### config.mk
export PLATFORM = sky130hd
export DESIGN_NAME = six_bit_frame_decoder
export DESIGN_NICKNAME = d
export VERILOG_FILES = /design/src/sv/sbfd_pkg.sv /design/src/sv/sbfd_step.sv /design/src/sv/six_bit_frame_decoder.sv
export SDC_FILE = /design/constraint.sdc
export NUM_CORES = 1
export LEC_CHECK = 0
export ABC_CLOCK_PERIOD_IN_PS = 5900
export BUFFER_PORTS_ARGS = -buffer_cell sky130_fd_sc_hd__buf_2
export CORE_ASPECT_RATIO = 1.4
export CORE_MARGIN = 3
export CORE_UTILIZATION = 55
export CTS_BUF_LIST = sky130_fd_sc_hd__clkbuf_2 sky130_fd_sc_hd__clkbuf_4 sky130_fd_sc_hd__clkbuf_8
export DETAILED_ROUTE_END_ITERATION = 7
export HOLD_SLACK_MARGIN = 0.08
export PLACE_DENSITY_LB_ADDON = 0.08
export SYNTH_ARGS = -nofsm -noshare
export SYNTH_HDL_FRONTEND = slang
export SYNTH_SLANG_ARGS = --single-unit
### constraint.sdc
create_clock -name clk -period 5.9 [get_ports clk]
set_clock_uncertainty 0.05 [all_clocks]
set_input_delay 1.18 -clock clk [delete_from_list [all_inputs] [get_ports clk]]
set_output_delay 1.18 -clock clk [all_outputs]
set_load 0.005 [all_outputs]
### src/sv/sbfd_pkg.sv
// shared types and constants for the six-bit frame decoder
package sbfd_pkg;

  localparam logic [7:0] FRAME_OPEN      = 8'h09;
  localparam logic [7:0] FRAME_CLOSE     = 8'h0a;
  localparam logic [7:0] SYMBOL_BASE     = 8'h40;
  localparam logic [7:0] MAX_OUT_DEFAULT = 8'd10;
  localparam int unsigned BYTE_W  = 8;
  localparam int unsigned STRAY_W = 16;

  typedef enum logic [1:0] {
    KIND_DATA  = 2'd0,
    KIND_END   = 2'd1,
    KIND_STRAY = 2'd2
  } kind_t;

  typedef enum logic [1:0] {
    STATUS_OK    = 2'd0,
    STATUS_BAD   = 2'd1,
    STATUS_TRUNC = 2'd2
  } status_t;

  typedef struct packed {
    logic                 in_frame;
    logic [2:0]           shift_pos;
    logic [15:0]          accum;
    logic [7:0]           last_group;
    logic [7:0]           bad_count;
    logic [7:0]           out_count;
    logic                 truncated;
    logic [STRAY_W-1:0]   stray_count;
  } dec_state_t;

  typedef struct packed {
    kind_t                kind;
    logic [7:0]           data_byte;
    status_t              frame_status;
    logic [7:0]           bad_symbols;
    logic [7:0]           byte_count;
    logic [STRAY_W-1:0]   stray_total;
  } dec_result_t;

endpackage

### src/sv/sbfd_step.sv
// combinational next-state and result logic for one received byte
module sbfd_step
  import sbfd_pkg::*;
(
  input  dec_state_t  state_i,
  input  logic [7:0]  rx_byte_i,
  input  logic [7:0]  max_out_i,
  output dec_state_t  state_o,
  output logic        has_result_o,
  output dec_result_t result_o
);

  logic [7:0]  group;
  logic [15:0] shifted;
  logic [15:0] merged;
  logic [3:0]  pos_sum;
  logic [7:0]  cnt_inc;

  // group to merge: new symbol or the previous one for a bad symbol
  assign group = (rx_byte_i >= SYMBOL_BASE) ? 8'(rx_byte_i - SYMBOL_BASE)
                                            : state_i.last_group;

  // shift is 10 minus the position; position is always even
  always_comb begin
    case (state_i.shift_pos[2:1])
      2'd0:    shifted = {group[5:0], 10'd0};
      2'd1:    shifted = {group, 8'd0};
      2'd2:    shifted = {2'd0, group, 6'd0};
      default: shifted = {4'd0, group, 4'd0};
    endcase
  end

  assign merged  = state_i.accum | shifted;
  assign pos_sum = {1'b0, state_i.shift_pos} + 4'd6;
  assign cnt_inc = (state_i.out_count != 8'hff) ? 8'(state_i.out_count + 8'd1)
                                               : state_i.out_count;

  always_comb begin
    state_o                   = state_i;
    has_result_o              = 1'b0;
    result_o                  = '0;
    result_o.kind             = KIND_DATA;
    result_o.frame_status     = STATUS_OK;
    result_o.stray_total      = state_i.stray_count;

    if (!state_i.in_frame) begin
      if (rx_byte_i == FRAME_OPEN) begin
        state_o.in_frame   = 1'b1;
        state_o.shift_pos  = '0;
        state_o.accum      = '0;
        state_o.last_group = '0;
        state_o.bad_count  = '0;
        state_o.out_count  = '0;
        state_o.truncated  = 1'b0;
      end else begin
        state_o.stray_count  = STRAY_W'(state_i.stray_count + 1'b1);
        has_result_o         = 1'b1;
        result_o.kind        = KIND_STRAY;
        result_o.stray_total = STRAY_W'(state_i.stray_count + 1'b1);
      end
    end else if (rx_byte_i == FRAME_CLOSE) begin
      state_o.in_frame     = 1'b0;
      has_result_o         = 1'b1;
      result_o.kind        = KIND_END;
      result_o.bad_symbols = state_i.bad_count;
      result_o.byte_count  = state_i.out_count;
      if (state_i.truncated) begin
        result_o.frame_status = STATUS_TRUNC;
      end else if (state_i.bad_count != 8'd0) begin
        result_o.frame_status = STATUS_BAD;
      end
    end else if (!state_i.truncated) begin
      state_o.last_group = group;
      if (rx_byte_i < SYMBOL_BASE && state_i.bad_count != 8'hff) begin
        state_o.bad_count = 8'(state_i.bad_count + 8'd1);
      end
      if (pos_sum[3]) begin
        // eight bits complete: emit the top byte
        state_o.shift_pos   = pos_sum[2:0];
        state_o.accum       = {merged[7:0], 8'd0};
        state_o.out_count   = cnt_inc;
        state_o.truncated   = (cnt_inc >= max_out_i);
        has_result_o        = 1'b1;
        result_o.data_byte  = merged[15:8];
      end else begin
        state_o.shift_pos = pos_sum[2:0];
        state_o.accum     = merged;
      end
    end
  end

endmodule

### src/sv/six_bit_frame_decoder.sv
// six-bit frame decoder top level: input register, decode step, result register
//
//  channel  direction  handshake              payload
//  in_      slave      in_tvalid / in_tready  in_tdata: rx_byte
//  out_     master     out_tvalid/out_tready  out_tdata: decoded fields, out_tuser: kind
//  cfg_     write      cfg_wr_en              cfg_wr_data: max_out_bytes
//
// one byte per cycle sustained while the result register is not stalled
// the input register feeds the decode step, which writes state and the result register
// bytes that give no result (frame open, symbols that complete no byte, bytes after truncation) leave only state behind
// a stalled result register holds the input register, which then holds in_tready low
// rst_n is synchronous, active low; the limit resets to ten
module six_bit_frame_decoder
  import sbfd_pkg::*;
#(
  parameter logic [7:0] MAX_OUT_RESET = MAX_OUT_DEFAULT
) (
  input  logic        clk,
  input  logic        rst_n,
  // configuration
  input  logic        cfg_wr_en,
  input  logic [7:0]  cfg_wr_data,   // max_out_bytes
  // input stream
  input  logic        in_tvalid,
  output logic        in_tready,
  input  logic [7:0]  in_tdata,      // [7:0] rx_byte
  // result stream
  output logic        out_tvalid,
  input  logic        out_tready,
  output logic [47:0] out_tdata,     // [7:0] data_byte, [9:8] frame_status,
                                     // [17:10] bad_symbols, [25:18] byte_count,
                                     // [41:26] stray_total, [47:42] zero
  output logic [1:0]  out_tuser      // [1:0] kind
);

  logic [7:0]  max_r;

  // input register
  logic        s1_valid_r, s1_valid_nxt;
  logic [7:0]  s1_byte_r;

  // decoder state
  dec_state_t  st_r, st_nxt;

  // result register
  logic        out_valid_r, out_valid_nxt;
  dec_result_t out_res_r;

  logic        out_free;
  logic        s1_fire;
  logic        in_fire;
  logic        step_has_res;
  dec_result_t step_res;

  sbfd_step u_step (
    .state_i      (st_r),
    .rx_byte_i    (s1_byte_r),
    .max_out_i    (max_r),
    .state_o      (st_nxt),
    .has_result_o (step_has_res),
    .result_o     (step_res)
  );

  // result slot is free when empty or being drained this cycle
  assign out_free  = !out_valid_r || out_tready;
  assign s1_fire   = s1_valid_r && out_free;
  assign in_tready = !s1_valid_r || s1_fire;
  assign in_fire   = in_tvalid && in_tready;

  assign s1_valid_nxt  = in_fire ? 1'b1 : (s1_fire ? 1'b0 : s1_valid_r);
  assign out_valid_nxt = s1_fire ? step_has_res : (out_tready ? 1'b0 : out_valid_r);

  always_ff @(posedge clk) begin
    if (!rst_n) begin
      max_r       <= MAX_OUT_RESET;
      s1_valid_r  <= 1'b0;
      st_r        <= '0;
      out_valid_r <= 1'b0;
    end else begin
      if (cfg_wr_en) begin
        max_r <= cfg_wr_data;
      end
      s1_valid_r  <= s1_valid_nxt;
      out_valid_r <= out_valid_nxt;
      if (s1_fire) begin
        st_r <= st_nxt;
      end
    end
  end

  // payload registers
  always_ff @(posedge clk) begin
    if (in_fire) begin
      s1_byte_r <= in_tdata;
    end
    if (s1_fire && step_has_res) begin
      out_res_r <= step_res;
    end
  end

  assign out_tvalid = out_valid_r;
  assign out_tuser  = out_res_r.kind;
  assign out_tdata  = {6'd0, out_res_r.stray_total, out_res_r.byte_count,
                       out_res_r.bad_symbols, out_res_r.frame_status,
                       out_res_r.data_byte};

  // bit position moves in steps of six modulo eight and restarts at zero, so it stays even
  a_even_pos: assert property (@(posedge clk) disable iff (!rst_n)
    st_r.shift_pos[0] == 1'b0)
    else $error("odd shift position");

  // a truncated frame has emitted at least one byte
  a_trunc_count: assert property (@(posedge clk) disable iff (!rst_n)
    st_r.in_frame && st_r.truncated |-> st_r.out_count != 8'd0)
    else $error("truncated with no bytes emitted");

  // stray count moves only by one
  a_stray_step: assert property (@(posedge clk) disable iff (!rst_n)
    st_r.stray_count != $past(st_r.stray_count) |->
      st_r.stray_count == STRAY_W'($past(st_r.stray_count) + 1'b1))
    else $error("stray count jumped");

  // a held input byte is not dropped while the result slot is busy
  a_hold_s1: assert property (@(posedge clk) disable iff (!rst_n)
    s1_valid_r && !out_free |=> s1_valid_r && $stable(s1_byte_r))
    else $error("input byte lost under stall");

endmodule
==> results of run 1 <==
-- state kept, by name (all words and copies together), names as in the netlist --
name / cells
out_tvalid: 1
out_tdata: 42
s1_byte_r: 8
max_r: 8
out_tuser: 2
s1_valid_r: 1
st_r: 56
-- power by group through the flow --
stage | Sequential, uW | Clock (uW) | Combinational, uW
detailed placement | 903 | 0 | 94.1
finish | 885 | 819 | 93.3
global placement | 902 | 0 | 92.1
global route | 887 | 866 | 103
floorplan | 903 | 0 | 56.9
CTS | 885 | 833 | 94.8
-- tightest hold or removal path: stages (launching register included) --
cell and delay (ps):
dfxtp_1 320, nand2_1 40, o21ai_0 60
-- layer usage --
metal	routed length [um]	global-route usage, %	share of wire [%]
met5	0	0	0
met4	331	10.7	2.8
met3	429	4.30	3.6
met2	6400	38.8	53
met1	4860	23.5	40
-- metrics by stage --
| stage | power (uW) | hold slack (ps) | instances | worst slack (ps) | utilization (%) |
|---|---|---|---|---|---|
| after floorplan | 960 | 366 | 556 | 1970 | - |
| after global placement | 994 | 377 | 732 | 2570 | 60.6 |
| after detailed placement | 997 | 385 | 732 | 2480 | 60.6 |
| after CTS | 1810 | 401 | 764 | 2850 | 65.1 |
| after global routing | 1860 | 432 | 764 | 2650 | 65.1 |
| final | 1800 | 395 | 764 | 2860 | 65.1 |
-- cells by family (layout without fill, tap and decap cells) --
group | count (synthesis) | in the layout | synth area share, %
xor+xnor | 28 | 28 | 4.36
simple gates | 210 | 210 | 19.1
fa+ha+maj | 18 | 18 | 4.00
other cells | 1 | 6 | 0.0667
flops | 118 | 118 | 51.3
mux | 23 | 23 | 4.32
compound gates | 99 | 99 | 12.5
buf+inv | 54 | 127 | 4.34
-- area by class of cell --
class | count | share of cell area, %
sequential | 118 | 44.5
timing repair buffer | 71 | 5.67
clock inverter | 9 | 2.34
clock buffer | 23 | 4.59
multi-input combinational | 384 | 38.9
inverter | 24 | 1.39
tap | 135 | 2.61
-- cells in the final DEF, fill, tap and decap left out, types with 18 or more instances in the layout --
cell type	synthesis	routed
edfxtp_1	52	52
ha_1	18	18
buf_2	3	66
o21ai_0	19	19
clkbuf_8	0	20
a21oi_1	20	20
nand2_1	54	54
nor2_1	49	48
dfxtp_1	66	66
inv_1	22	22
-- how the worst min path moves through the flow --
stage / startpoint / to / slack (ps) / depth (start not counted)
finish: st_r[39]$_SDFFE_PN0P_ / st_r[39]$_SDFFE_PN0P_ / 400 / 2
floorplan: st_r[39]$_SDFFE_PN0P_ / st_r[39]$_SDFFE_PN0P_ / 370 / 2
detailed placement: st_r[39]$_SDFFE_PN0P_ / st_r[39]$_SDFFE_PN0P_ / 380 / 2
global placement: st_r[40]$_SDFFE_PN0P_ / st_r[40]$_SDFFE_PN0P_ / 380 / 2
global route: st_r[48]$_SDFFE_PN0P_ / st_r[48]$_SDFFE_PN0P_ / 430 / 2
CTS: st_r[39]$_SDFFE_PN0P_ / st_r[39]$_SDFFE_PN0P_ / 400 / 2
==> summary.md, run 1 <==
| Metric | Value |
|---|---|
| Outcome | `complete, no violations` |
| CP Depth | `4` |
| Clock Latency Late Sink | `420 ps` |
| Initial antenna violation count | `0` |
| Power Dens Cells | `277 mW/mm^2` |
| Sequential power share | `49.2%` |
| CP Cell Sequence | `buf_2 -> nor2b_1 -> nand2_1 -> buf_2` |
| Clk buf depth | `2` |
| Clock-pin slew of the registers on the worst-case setup and hold paths | `70 ps` |
| Switching share of total power | `21.1%` |
| DRC | `0` |
| Core area | `0.00995 sq mm` |
| Detailed Routing Iterations Pass 1 | `7` |
| Global-route wire length before repair | `19500 um` |
| Post-Syn Instances | `551` |
| Vias/cell | `5.56` |
| Hold Violations, Final | `0` |
| CTS Root Cell | `clkbuf_8` |
| Layout cells sized above 1 | `20.0%` |
| Row cnt | `43` |
| Mapped Area | `0.00562 sq mm` |
| Number of flops mapped to enable cells by yosys | `52` |
| Cts hold-fix bufs | `0` |
| Number of I/O pins | `73` |
| Die footprint | `0.0115 sq mm` |
| Area fraction of the dominant cell type after synthesis | `27.8%` |
| DP HPWL | `8580 um` |
| Critical Path Source | `out_tready` |
| Register area share after synthesis | `51.3%` |
| Synthesized flop and latch total | `118` |
| R2R Path End | `st_r[55]$_SDFFE_PN0P_` |
| Leakage | `0.00249 uW` |
| Die Wd | `91.5 um` |
| Routed WL per cell | `15.7 um` |
| Crit Path Class | `input pin to output pin` |
| DRT Wirelength | `12000 um` |
| Worst Setup EP | `in_tready` |
| GRT Util Overall | `21.4%` |
| Clock network power share | `45.6%` |
| WP buf/inv | `2` |
| Fin crit period | `3040 ps` |
| TNS Setup | `0 ps` |
| Post-synth top cells | `66 x dfxtp_1, 54 x nand2_1, 52 x edfxtp_1, 49 x nor2_1, 22 x inv_1` |
| Combinational Power Share | `5.2%` |
| Worst path slowest cell | `nor2b_1` |
| Slowest stage delay, CP | `280 ps` |
| Largest cells by area after synthesis | `edfxtp_1 28%, dfxtp_1 23%, ha_1 4.0%, nand2_1 3.6%, nor2_1 3.3%` |
| Yosys top cell by area | `edfxtp_1` |
| Worst slew pin tran | `1310 ps` |
| Peak supply drop | `0.000130 V` |
| Req. time, crit path | `4670 ps` |
| Max-slew violations | `0` |
| Area growth syn-to-layout | `15.3%` |
| H-tree depth | `4` |
| Element type at the critical path end | `output pin` |
| Netlist cell types | `61` |
| Post-cts resize count | `0` |
| RePlAce Congestion | `0.810` |
| Grt ovf | `0` |
| Largest net degree at the start of global routing | `45` |
| Register Area | `0.00288 sq mm` |
| Final worst path period share | `51.5%` |
| Port Buffers | `66` |
| R2r worst-path depth | `7` |
| # diodes | `0` |
| Initial core utilization | `56.5%` |
| Switching Power | `379 uW` |
| Via count | `4247` |
| Internal power | `1420 uW` |
| CP max FO | `5` |
| Async SR Flop Fraction | `0%` |
| Yosys warns | `0` |
| CP top delay family | `simple AND/OR/NAND/NOR gates` |
| DR iter-0 viols | `197` |
| Hold crit path type | `register to register` |
| R2r setup slk | `3110 ps` |
| Critical path arrival | `1810 ps` |
| Clk sinks | `118` |
| Max cap viols | `0` |
| CTS tree | `built` |
| Routed Antenna Nets | `0` |
| Die height | `126 um` |
| CTS Buf Count | `17` |
| Slew headroom | `11.9%` |
| Most used DFF post-synth | `dfxtp_1` |
| Most common cell in the netlist | `dfxtp_1` |
| Achievable Freq | `329 MHz` |
| Fin nets | `655` |
| Most used cell, CP | `buf_2` |
| Placed Area | `0.00603 sq mm` |
| Worst r2r src | `s1_byte_r[6]$_DFFE_PP_` |
| Post-Layout Inst Area | `0.00648 sq mm` |
| Avg Synthesized Cell Area | `10.2 sq um` |
| Critical path launch point type | `input pin` |
| Final setup vio count | `0` |
| RSZ-0062 raised after global routing | `no` |
| Area of the multi-input gates | `0.00252 sq mm` |
| Post-CTS setup buffer count | `0` |
| Layout fillers | `856` |
| Vias in the first global route | `4122` |
(Power assumes the default switching activity.)
==> run 2: changes to the inputs <==
--- a/config.mk
+++ b/config.mk
@@ -5,11 +5,11 @@
 export SDC_FILE = /design/constraint.sdc
 export NUM_CORES = 1
 export LEC_CHECK = 0
-export ABC_CLOCK_PERIOD_IN_PS = 5900
+export ABC_CLOCK_PERIOD_IN_PS = 2500
 export BUFFER_PORTS_ARGS = -buffer_cell sky130_fd_sc_hd__buf_2
 export CORE_ASPECT_RATIO = 1.4
 export CORE_MARGIN = 3
-export CORE_UTILIZATION = 55
+export CORE_UTILIZATION = 54
 export CTS_BUF_LIST = sky130_fd_sc_hd__clkbuf_2 sky130_fd_sc_hd__clkbuf_4 sky130_fd_sc_hd__clkbuf_8
 export DETAILED_ROUTE_END_ITERATION = 7
 export HOLD_SLACK_MARGIN = 0.08
==> constraint.sdc (replaced) <==
create_clock -name clk -period 2.5 [get_ports clk]
set_clock_uncertainty 0.05 [all_clocks]
set_input_delay 0.5 -clock clk [delete_from_list [all_inputs] [get_ports clk]]
set_output_delay 0.5 -clock clk [all_outputs]
set_load 0.005 [all_outputs]
==> summary.md, run 2 (same netlist as run 1, synthesis figures left out) <==
| Metric | Value |
|---|---|
| Outcome | `finished, violations left (was complete, no violations)` |
| Violated checks | `setup timing` |
| Leakage | `0.00262 uW (was 0.00249 uW)` |
| Worst r2r src | `st_r[22]$_SDFFE_PN0P_ (was s1_byte_r[6]$_DFFE_PP_)` |
| Initial core utilization | `55.9% (was 56.5%)` |
| Die height | `127 um (was 126 um)` |
| Total Power | `4060 uW (was 1800 uW)` |
| Largest net degree at the start of global routing | `45 (unchanged)` |
| Layout cells sized above 1 | `24.4% (was 20.0%)` |
| R2r setup slk | `-40 ps (was 3110 ps)` |
| Clk sinks | `118 (unchanged)` |
| Most frequent cells in the layout | `66 x buf_2, 66 x dfxtp_1, 54 x nand2_1 (unchanged)` |
| Hold EP | `s1_byte_r[1]$_DFFE_PP_ (was st_r[39]$_SDFFE_PN0P_)` |
| Global-route wire length before repair | `20800 um (was 19500 um)` |
| R2r worst-path depth | `10 (was 7)` |
| RePlAce Congestion | `0.877 (was 0.810)` |
| Routed Antenna Nets | `0 (unchanged)` |
| Hold crit path type | `input pin to register (was register to register)` |
| Area growth syn-to-layout | `19.2% (was 15.3%)` |
| H-tree depth | `4 (unchanged)` |
| GRT Util Overall | `22.7% (was 21.4%)` |
| Slew headroom | `66.6% (was 11.9%)` |
| RSZ-0062 raised after global routing | `yes (was no)` |
| Hold Crit Start | `in_tdata[1] (was st_r[39]$_SDFFE_PN0P_)` |
| Slowest stage delay, CP | `340 ps (was 280 ps)` |
| Vias/cell | `5.61 (was 5.56)` |
| Most used cell, CP | `a21oi_1 (was buf_2)` |
| WP buf/inv | `0 (was 2)` |
| CP max FO | `4 (was 5)` |
| R2R Path End | `st_r[16]$_SDFFE_PN0P_ (was st_r[55]$_SDFFE_PN0P_)` |
| DRC | `0 (unchanged)` |
| Final worst path period share | `102%` |
| Req. time, crit path | `2780 ps (was 4670 ps)` |
| Number of I/O pins | `73 (unchanged)` |
| Max cap viols | `0 (unchanged)` |
| Detailed Routing Iterations Pass 1 | `5 (was 7)` |
| Final setup vio count | `1 (was 0)` |
| Core area | `0.0101 sq mm (was 0.00995 sq mm)` |
| Hold Violations, Final | `0 (unchanged)` |
| Worst slew pin tran | `501 ps (was 1310 ps)` |
| # diodes | `0 (unchanged)` |
| CP top delay family | `compound AO/OA/AOI/OAI gates (was simple AND/OR/NAND/NOR gates)` |
| DP HPWL | `9150 um (was 8580 um)` |
| CP Cell Sequence | `and4_1 -> a31oi_1 -> nand3_1 -> xnor2_1 -> ha_1 -> a21o_1 -> a21oi_1 -> o32ai_1 -> o21ai_0 -> a21oi_1 (was buf_2 -> nor2b_1 -> nand2_1 -> buf_2)` |
| Element type at the critical path end | `register (was output pin)` |
| Area of the multi-input gates | `0.00257 sq mm (was 0.00252 sq mm)` |
| CTS Root Cell | `clkbuf_8 (unchanged)` |
| CTS Buf Count | `17 (unchanged)` |
| Max-slew violations | `0 (unchanged)` |
| Die Wd | `92.3 um (was 91.5 um)` |
| Fin nets | `682 (was 655)` |
| Hold slack | `185 ps (was 395 ps)` |
| Routed WL per cell | `16.2 um (was 15.7 um)` |
| Vias in the first global route | `4326 (was 4122)` |
| DR iter-0 viols | `223 (was 197)` |
| Crit Path Class | `register to register (was input pin to output pin)` |
| Clock Latency Late Sink | `440 ps (was 420 ps)` |
| Worst path slowest cell | `dfxtp_1 (was nor2b_1)` |
| Grt ovf | `0 (unchanged)` |
| Max FFs per register | `56 (unchanged)` |
| Hold path cells | `1 (was 2)` |
| DRT Wirelength | `12800 um (was 12000 um)` |
| Row cnt | `43 (unchanged)` |
| Critical path arrival | `2820 ps (was 1810 ps)` |
| Die footprint | `0.0117 sq mm (was 0.0115 sq mm)` |
| Largest Register | `st_r (unchanged)` |
| Final WS setup | `-41.5 ps (was 2860 ps)` |
| Peak supply drop | `0.000354 V (was 0.000130 V)` |
| Register Area | `0.00288 sq mm (unchanged)` |
| Critical path launch point type | `register (was input pin)` |
| Achievable Freq | `393 MHz` |
| Via count | `4436 (was 4247)` |
| Initial antenna violation count | `0 (unchanged)` |
| Clock-pin slew of the registers on the worst-case setup and hold paths | `70 ps (about the same)` |
| CTS tree | `built (unchanged)` |
| Clk buf depth | `2 (unchanged)` |
| Fin crit period | `2540 ps` |
| Layout fillers | `838 (was 856)` |
| Power Dens Cells | `606 mW/mm^2 (was 277 mW/mm^2)` |
| Port Buffers | `66 (unchanged)` |
run 2: changes by cell type in the layout (fill, tap and decap cells not counted), moves of 2 or more:
cell        change
buf_12          +2
buf_4          +25
bufinv_16       -2
clkbuf_8        -2
clkinvlp_4      +3
run 2: final cells by class:
class | instances | share of cell area (%)
Sequential cell | 118 | 43.0
Clock buffer | 21 | 4.03
Multi-Input combinational cell | 384 | 38.3
Clock inverter | 11 | 1.88
Inverter | 24 | 1.34
Tap cell | 135 | 2.52
Timing Repair Buffer | 98 | 8.88
run 2: where the power goes:
group	internal, uW	switching [uW]
clock	945	790
sequential	2060	25.1
combinational	100	139
total	3110	954
run 2: what timing repair did:
action / 4_1_cts / 5_1_grt
hold buffers: 0 / 0
gates resized for setup: 1 / 5
endpoints found under the setup margin: 1 / 36
buffers inserted: 0 / 0
run 2: worst register-to-register path, stage by stage, from the launching register on:
cell	delay, ps
dfxtp_1	340
and4_1	250
a31oi_1	300
nand3_1	200
xnor2_1	240
ha_1	290
a21o_1	190
a21oi_1	170
o32ai_1	110
o21ai_0	190
a21oi_1	90
run 2: worst max path at each step:
stage	from	endpoint	slack (ps)	cells after the start
6_report	st_r[22]$_SDFFE_PN0P_	st_r[16]$_SDFFE_PN0P_	-40	10
3_3_place_gp	s1_byte_r[6]$_DFFE_PP_	st_r[1]$_SDFFE_PN0P_	110	10
3_5_place_dp	st_r[17]$_SDFFE_PN0P_	st_r[16]$_SDFFE_PN0P_	-30	9
5_1_grt	s1_byte_r[6]$_DFFE_PP_	out_tdata[2]$_SDFFCE_PP0P_	-140	7
4_1_cts	st_r[17]$_SDFFE_PN0P_	st_r[16]$_SDFFE_PN0P_	10	10
2_1_floorplan	s1_byte_r[6]$_DFFE_PP_	out_tdata[0]$_SDFFCE_PP0P_	-50	7
run 2: metal layers:
layer,global-route usage [%],up-vias,part of all wire (%)
li1,-,2180,-
met1,25.7,2090,40
met2,39.9,131,53
met3,5.40,35,4.4
met4,11.2,0,3.1
met5,0,-,0
run 2: stage by stage:
step / cell area (sq um) / instances / setup TNS, ps / setup slack [ps] / utilization, %
floorplan: 5670 / 556 / -2390 / -54.3 / -
global placement: 6280 / 759 / 0 / 107 / 62.4
finish: 6710 / 791 / -41.5 / -41.5 / 66.6
global route: 6710 / 791 / -1710 / -144 / 66.6
detailed placement: 6280 / 759 / -33.1 / -33.1 / 62.4
CTS: 6680 / 791 / 0 / 10.4 / 66.4
